===== config.mk =====
export PLATFORM = sky130hd
export DESIGN_NAME = miller_rabin_prime_test_64
export DESIGN_NICKNAME = d
export VERILOG_FILES = /design/src/rtl/mrpt_pkg.sv /design/src/rtl/miller_rabin_prime_test_64.sv
export SDC_FILE = /design/constraint.sdc
export NUM_CORES = 2
export LEC_CHECK = 0
export BUFFER_PORTS_ARGS = -buffer_cell sky130_fd_sc_hd__buf_2
export CAP_MARGIN = 20
export CORE_ASPECT_RATIO = 0.8
export CORE_MARGIN = 5
export CORE_UTILIZATION = 50
export CTS_CLUSTER_DIAMETER = 100
export DETAILED_ROUTE_END_ITERATION = 12
export HOLD_SLACK_MARGIN = 0.1
export PLACE_DENSITY = 0.63
export SLEW_MARGIN = 25
export SYNTH_ARGS = -nofsm -noshare
export SYNTH_HDL_FRONTEND = slang
export SYNTH_SLANG_ARGS = --single-unit

===== constraint.sdc =====
create_clock -name clock -period 17.2 [get_ports clock]
set_clock_uncertainty 0.15 [all_clocks]
set_input_delay 0.86 -clock clock [delete_from_list [all_inputs] [get_ports clock]]
set_output_delay 0.86 -clock clock [all_outputs]
set_load 0.005 [all_outputs]

===== src/rtl/mrpt_pkg.sv =====
// ----------------------------------------------------------------------------
// mrpt_pkg: shared constants for the primality tester
// witness base table used by the sequencer
// ----------------------------------------------------------------------------
package mrpt_pkg;

   localparam int BASE_COUNT = 7;

   function automatic logic [31:0] witness_base(input logic [2:0] idx);
      logic [31:0] b;
      unique case (idx)
         3'd0: b = 32'd2;
         3'd1: b = 32'd325;
         3'd2: b = 32'd9375;
         3'd3: b = 32'd28178;
         3'd4: b = 32'd450775;
         3'd5: b = 32'd9780504;
         3'd6: b = 32'd1795265022;
         default: b = 32'd0;
      endcase
      return b;
   endfunction

endpackage


===== src/rtl/miller_rabin_prime_test_64.sv =====
// ----------------------------------------------------------------------------
// miller_rabin_prime_test_64: deterministic primality test of one word
// square-and-multiply over a shared bit-serial modular multiplier
// ----------------------------------------------------------------------------
//
//  channel | direction | ports
//  --------+-----------+--------------------------------------
//  request | in        | req_valid, req_ready, req_candidate
//  result  | out       | rsp_valid, rsp_ready, rsp_prime_flag
//
// one candidate at a time; about 2*WORD_BITS modular multiplies per base
// time is set by the single shift-add-reduce multiplier and the base loop
// base reduction mod n uses a restoring divide over the 32 base bits, one bit
// per cycle
// synchronous reset returns to idle; a held result stalls the next request
// until the transfer on the result side completes
module miller_rabin_prime_test_64 #(
   parameter int WORD_BITS = 64,
   parameter int NUM_BASES = 7
) (
   input  logic        clock,
   input  logic        reset,
   input  logic        req_valid,
   output logic        req_ready,
   input  logic [63:0] req_candidate,
   output logic        rsp_valid,
   input  logic        rsp_ready,
   output logic        rsp_prime_flag
);

   localparam int W         = WORD_BITS;
   localparam int BASE_BITS = 32;
   localparam int CW        = $clog2(((W > BASE_BITS) ? W : BASE_BITS) + 1);

   typedef enum logic [3:0] {
      S_IDLE, S_SPLIT, S_BASE, S_RED, S_POW, S_MUL, S_CHK, S_SQ, S_DONE
   } state_type;

   // which multiply the unit is running
   typedef enum logic [1:0] {M_ACC, M_BSQ, M_XSQ} mop_type;

   state_type      state_ff;
   mop_type        mop_ff;
   logic [W-1:0]   n_ff, d_ff, e_ff, b_ff, acc_ff;
   logic [CW-1:0]  s_ff, j_ff;
   logic [2:0]     k_ff;
   // shared multiplier / divider
   logic [W-1:0]   ma_ff, mb_ff, r_ff;
   logic [BASE_BITS-1:0] bsh_ff;
   logic [CW-1:0]  cnt_ff;
   logic           flag_ff;

   logic [W:0]     dbl, sum1;
   logic [W-1:0]   rd, radd, nm1;
   logic           mbit;

   assign nm1    = n_ff - W'(1);
   assign mbit   = mb_ff[W-1];

   // one multiplier step: r = 2r (+a) mod n
   always_comb begin
      dbl  = {r_ff, 1'b0};
      rd   = (dbl >= {1'b0, n_ff}) ? W'(dbl - {1'b0, n_ff}) : dbl[W-1:0];
      sum1 = {1'b0, rd} + {1'b0, ma_ff};
      radd = (sum1 >= {1'b0, n_ff}) ? W'(sum1 - {1'b0, n_ff}) : sum1[W-1:0];
   end

   assign req_ready      = (state_ff == S_IDLE);
   assign rsp_valid      = (state_ff == S_DONE);
   assign rsp_prime_flag = flag_ff;

   always_ff @(posedge clock) begin
      if (reset) begin
         state_ff <= S_IDLE;
         flag_ff  <= 1'b0;
      end else begin
         unique case (state_ff)
            S_IDLE: begin
               if (req_valid) begin
                  n_ff  <= req_candidate[W-1:0];
                  d_ff  <= req_candidate[W-1:0] - W'(1);
                  s_ff  <= '0;
                  k_ff  <= '0;
                  if (req_candidate[W-1:0] < W'(2)) begin
                     flag_ff  <= 1'b0;
                     state_ff <= S_DONE;
                  end else begin
                     state_ff <= S_SPLIT;
                  end
               end
            end
            S_SPLIT: begin
               if (!d_ff[0]) begin
                  d_ff <= d_ff >> 1;
                  s_ff <= s_ff + CW'(1);
               end else begin
                  state_ff <= S_BASE;
               end
            end
            S_BASE: begin
               if (32'(k_ff) >= 32'(NUM_BASES)) begin
                  flag_ff  <= 1'b1;
                  state_ff <= S_DONE;
               end else begin
                  // base mod n: shift base bits in msb first
                  r_ff     <= '0;
                  bsh_ff   <= mrpt_pkg::witness_base(k_ff);
                  cnt_ff   <= CW'(BASE_BITS);
                  state_ff <= S_RED;
               end
            end
            S_RED: begin
               if (cnt_ff == '0) begin
                  if (r_ff == '0) begin
                     k_ff     <= k_ff + 3'd1;
                     state_ff <= S_BASE;
                  end else begin
                     b_ff     <= r_ff;
                     acc_ff   <= W'(1);
                     e_ff     <= d_ff;
                     state_ff <= S_POW;
                  end
               end else begin
                  // remainder stays below n, so one subtract suffices
                  r_ff   <= (({r_ff, bsh_ff[BASE_BITS-1]}) >= {1'b0, n_ff})
                            ? W'({r_ff, bsh_ff[BASE_BITS-1]} - {1'b0, n_ff})
                            : {r_ff[W-2:0], bsh_ff[BASE_BITS-1]};
                  bsh_ff <= bsh_ff << 1;
                  cnt_ff <= cnt_ff - CW'(1);
               end
            end
            S_POW: begin
               r_ff   <= '0;
               cnt_ff <= CW'(W);
               if (e_ff == '0) begin
                  j_ff <= '0;
                  if (acc_ff == W'(1)) begin
                     k_ff     <= k_ff + 3'd1;
                     state_ff <= S_BASE;
                  end else begin
                     state_ff <= S_CHK;
                  end
               end else if (e_ff[0]) begin
                  ma_ff    <= acc_ff;
                  mb_ff    <= b_ff;
                  mop_ff   <= M_ACC;
                  state_ff <= S_MUL;
               end else begin
                  ma_ff    <= b_ff;
                  mb_ff    <= b_ff;
                  mop_ff   <= M_BSQ;
                  state_ff <= S_MUL;
               end
            end
            S_MUL: begin
               if (cnt_ff == '0) begin
                  unique case (mop_ff)
                     M_ACC: begin
                        acc_ff   <= r_ff;
                        r_ff     <= '0;
                        ma_ff    <= b_ff;
                        mb_ff    <= b_ff;
                        cnt_ff   <= CW'(W);
                        mop_ff   <= M_BSQ;
                     end
                     M_BSQ: begin
                        b_ff     <= r_ff;
                        e_ff     <= e_ff >> 1;
                        state_ff <= S_POW;
                     end
                     default: begin
                        acc_ff   <= r_ff;
                        j_ff     <= j_ff + CW'(1);
                        state_ff <= S_CHK;
                     end
                  endcase
               end else begin
                  r_ff   <= mbit ? radd : rd;
                  mb_ff  <= mb_ff << 1;
                  cnt_ff <= cnt_ff - CW'(1);
               end
            end
            S_CHK: begin
               if (j_ff >= s_ff) begin
                  flag_ff  <= 1'b0;
                  state_ff <= S_DONE;
               end else if (acc_ff == nm1) begin
                  k_ff     <= k_ff + 3'd1;
                  state_ff <= S_BASE;
               end else begin
                  state_ff <= S_SQ;
               end
            end
            S_SQ: begin
               r_ff     <= '0;
               ma_ff    <= acc_ff;
               mb_ff    <= acc_ff;
               cnt_ff   <= CW'(W);
               mop_ff   <= M_XSQ;
               state_ff <= S_MUL;
            end
            S_DONE: begin
               if (rsp_ready) state_ff <= S_IDLE;
            end
            default: state_ff <= S_IDLE;
         endcase
      end
   end

`ifndef NO_ASSERTIONS
   // the running remainder never reaches the modulus
   a_rem_reduced: assert property (@(posedge clock) disable iff (reset)
      (state_ff == S_MUL || state_ff == S_RED) |-> r_ff < n_ff)
      else $error("remainder not reduced");
   // a candidate below two finishes at once as composite
   a_small: assert property (@(posedge clock) disable iff (reset)
      (req_valid && req_ready && req_candidate[W-1:0] < W'(2))
      |=> (rsp_valid && !rsp_prime_flag))
      else $error("small candidate not rejected");
   // squaring count never passes s
   a_jbound: assert property (@(posedge clock) disable iff (reset)
      state_ff == S_SQ |-> j_ff < s_ff)
      else $error("square count overrun");
`endif

endmodule


==> impl_metrics.py <==
metrics = {
    "synth": {
        "yosysUniqueCellTypes": 84,
        "syn_nets": 4999,
        "synthCells": 4714,
        "yosysTopAreaCell": "edfxtp_1",
        "ys_seq_area_share_pct": 39.95,
        "yosys_warnings": 0,
        "synthesis.area_um2": 43100,
        "avgSynthCellArea_um2": 9.143,
        "synth-main-ff-cell": "edfxtp_1",
        "synth_top_area_share_pct": 39.71,
        "synth_edf_count": 570,
        "synthArstFlopShare_pct": 0,
        "synth-seq-cells": 575,
        "ys_top_cells_by_area": "edfxtp_1 (40%), ha_1 (6.2%), a21oi_1 (5.9%)",
    },
    "critical_path": {
        "slowest_stage": "nor2_1",
        "reg2reg_depth": 31,
        "crit_required_ns": 17.58,
        "critical_path_class": "reg2reg",
        "critPathMaxFanout": 36,
        "startpoint_type": "flip-flop",
        "endpoint_kind": "flip-flop",
        "arrival_ns": 13.35,
        "crit_top_cell": "a21oi_1",
        "cpPeakStageDelay_ns": 1.08,
    },
    "placed_design": {
        "place_hpwl_mm": 140.0,
        "io_buffers": 70,
        "dpl-instance-area_um2": 44580,
        "gp_routability_congestion": 1.032,
    },
    "global_routing": {
        "grt_util_met2_pct": 54.47,
        "grt_overflow_total": 0,
        "grt_max_degree": 83,
        "antenna_found_initial": 8,
        "grt_use_met1_pct": 52.80,
        "busiest_layer": "met2",
        "grt_pass1_vias": 36132,
        "grtUsageTotal_pct": 37.23,
        "grt_use_met3_pct": 9.237,
        "grt_pass1_wl_mm": 254.3,
    },
    "clocking": {
        "cts_setup_buffers": 0,
        "cts_tree": "built",
        "clk_latency_ns": 0.66,
        "htree_levels": 2,
        "clockRootBuffer": "clkbuf_16",
        "clockBufferDepth": 3,
        "cts_sinks": 575,
        "path_clk_slew_ns": 0.07,
        "cts_resized": 0,
        "cts_buffers": 59,
        "ctsHoldBuffers": 0,
    },
    "floorplan": {
        "die_w_um": 338.3,
        "die_y_um": 272.6,
        "die-area_um2": 92210,
        "coreArea_um2": 85640,
        "io_pins": 71,
        "start_util_pct": 50.32,
        "num_rows": 96,
    },
    "sta": {
        "hold_viol": 0,
        "setup_viol": 0,
        "finalCriticalPeriod_ns": 12.97,
        "period_share_pct": 75.41,
        "fmax_mhz": 77.10,
        "tightest_slew_ns": 1.244,
        "whs_ns": 0.3130,
        "slew_violations": 0,
        "relSlewSlack_pct": 16.30,
        "rsz0062_at_grt": "no",
        "tns_ns": 0,
    },
    "route": {
        "drt_iter0_drc": 5410,
        "dr.pass1.iters": 7,
        "ant_nets": 0,
        "vias": 39392,
        "via_per_inst": 6.748,
        "wirelength_mm": 179.0,
        "drc": 0,
        "wire_per_inst_um": 30.67,
    },
    "power": {
        "finalPower_uw": 10980,
        "ir_drop_mv": 0.1590,
        "power_density_nw_per_um2": 235.4,
        "p_leak_uw": 0.01720,
    },
    "layout": {
        "drive_gt1_share_pct": 8.863,
        "fin_nets": 4947,
        "final_util_pct": 54.47,
        "final_cell_area_um2": 46650,
        "area_growth_pct": 8.230,
    },
    "status": {
        "outcome": "complete, no violations",
    },
    "flow_run": {
        "drv_cap": 0,
    },
    "worst_hold_path": {
        "whs_path_depth": 1,
        "min_path_type": "in2reg",
    },
}
## worst paths after layout
kind                          start        end  slack (ns)
setup reg to reg           r_ff[59]   r_ff[61]        4.23
hold / removal    req_candidate[15]   n_ff[15]        0.31
setup / recovery           r_ff[59]   r_ff[61]        4.23
hold reg to reg           mb_ff[58]  mb_ff[59]        0.36
## flip-flops by register name, summed over array words and instances (netlist names), 64 cells and up
register	flops
acc_ff	64
b_ff	64
d_ff	64
e_ff	64
ma_ff	64
mb_ff	64
n_ff	64
r_ff	64
## synthesized netlist by cell type (all sizes together), types with 28 or more instances
cell type and instances:
nand2b 29, nor4 99, or3 28, o211ai 34
o21ai 248, buf 36, a21o 121, a31oi 51
o21bai 60, xor2 126, nor3 119, and2 79
inv 240, xnor2 255, a222oi 63, nand2 465
nand4 88, mux2i 29, and3 47, nand3 84
ha 213, a211oi 56, o22ai 34, o21a 35
a21oi 504, clkbuf 215, edfxtp 570, nor2 325
mux2 113
## power by group
group | internal (uW) | switching, uW | leakage, uW | total [uW]
combinational | 2650 | 4940 | 0.0110 | 7590
sequential | 1820 | 202 | 0.00527 | 2020
clock | 776 | 596 | 0.000964 | 1370
## per-stage QoR
step / cells / setup slack [ns]
after floorplan: 4714 / 3.591
after global placement: 5725 / 4.937
after detailed placement: 5725 / 4.826
after global routing: 5832 / 4.014
final: 5838 / 4.229
after CTS: 5829 / 4.792
## layer usage
| layer | vias to the layer above | share of wire [%] |
|---|---|---|
| met5 | - | 0.0073 |
| met4 | 2 | 5.0 |
| met3 | 345 | 12 |
| met2 | 2353 | 41 |
| met1 | 19128 | 42 |
| li1 | 17564 | - |
## final cells by class
class	count	area, um2
Fill cell	7909	39000
Multi-Input combinational cell	3647	24220
Sequential cell	575	17220
Clock buffer	69	1535
Tap cell	1127	1410
Inverter	241	904.6
Timing Repair Buffer	138	890.9
Clock inverter	35	456.7
Antenna cell	6	15.01
## cell usage in the layout (no fill, tap or decap), types with 54 or more instances in the layout
| master | netlist | final |
|---|---|---|
| ha_1 | 213 | 213 |
| a21oi_1 | 504 | 499 |
| xor2_1 | 126 | 126 |
| edfxtp_1 | 570 | 570 |
| a21o_1 | 121 | 121 |
| inv_1 | 240 | 240 |
| nor3_1 | 116 | 114 |
| nand3_1 | 83 | 82 |
| clkbuf_16 | 0 | 60 |
| nand4_1 | 88 | 88 |
| buf_2 | 18 | 70 |
| buf_4 | 1 | 65 |
| and2_1 | 79 | 79 |
| a222oi_1 | 63 | 63 |
| mux2_2 | 113 | 113 |
| nor2_1 | 325 | 314 |
| o21ai_0 | 245 | 241 |
| nor4_1 | 97 | 94 |
| nand2_1 | 463 | 461 |
| xnor2_1 | 255 | 255 |
| o21bai_1 | 60 | 59 |
| a211oi_1 | 56 | 54 |
## cell families (layout without fill, tap and decap cells)
family	count (synthesis)	in the layout	share of synthesized area, %
AND/OR/NAND/NOR	1496	1496	17.05
XOR/XNOR	381	381	7.743
adder cells (fa/ha/maj)	217	217	6.369
multiplexers	142	142	3.626
other	0	6	0
buffers and inverters	492	483	4.346
AO/OA/AOI/OAI	1411	1411	20.92
flip-flops	575	575	39.95
## critical path: cells and delay by family (launching register included)
family                     cells  cell delay (ns)
adders and majority gates      3             1.82
muxes                          1             0.41
AOI/OAI and AO/OA             14             4.98
DFF                            1             0.70
and+or+nand+nor               10             3.39
buffers and inverters          3             1.29
Power figures use the tool's default switching activity.
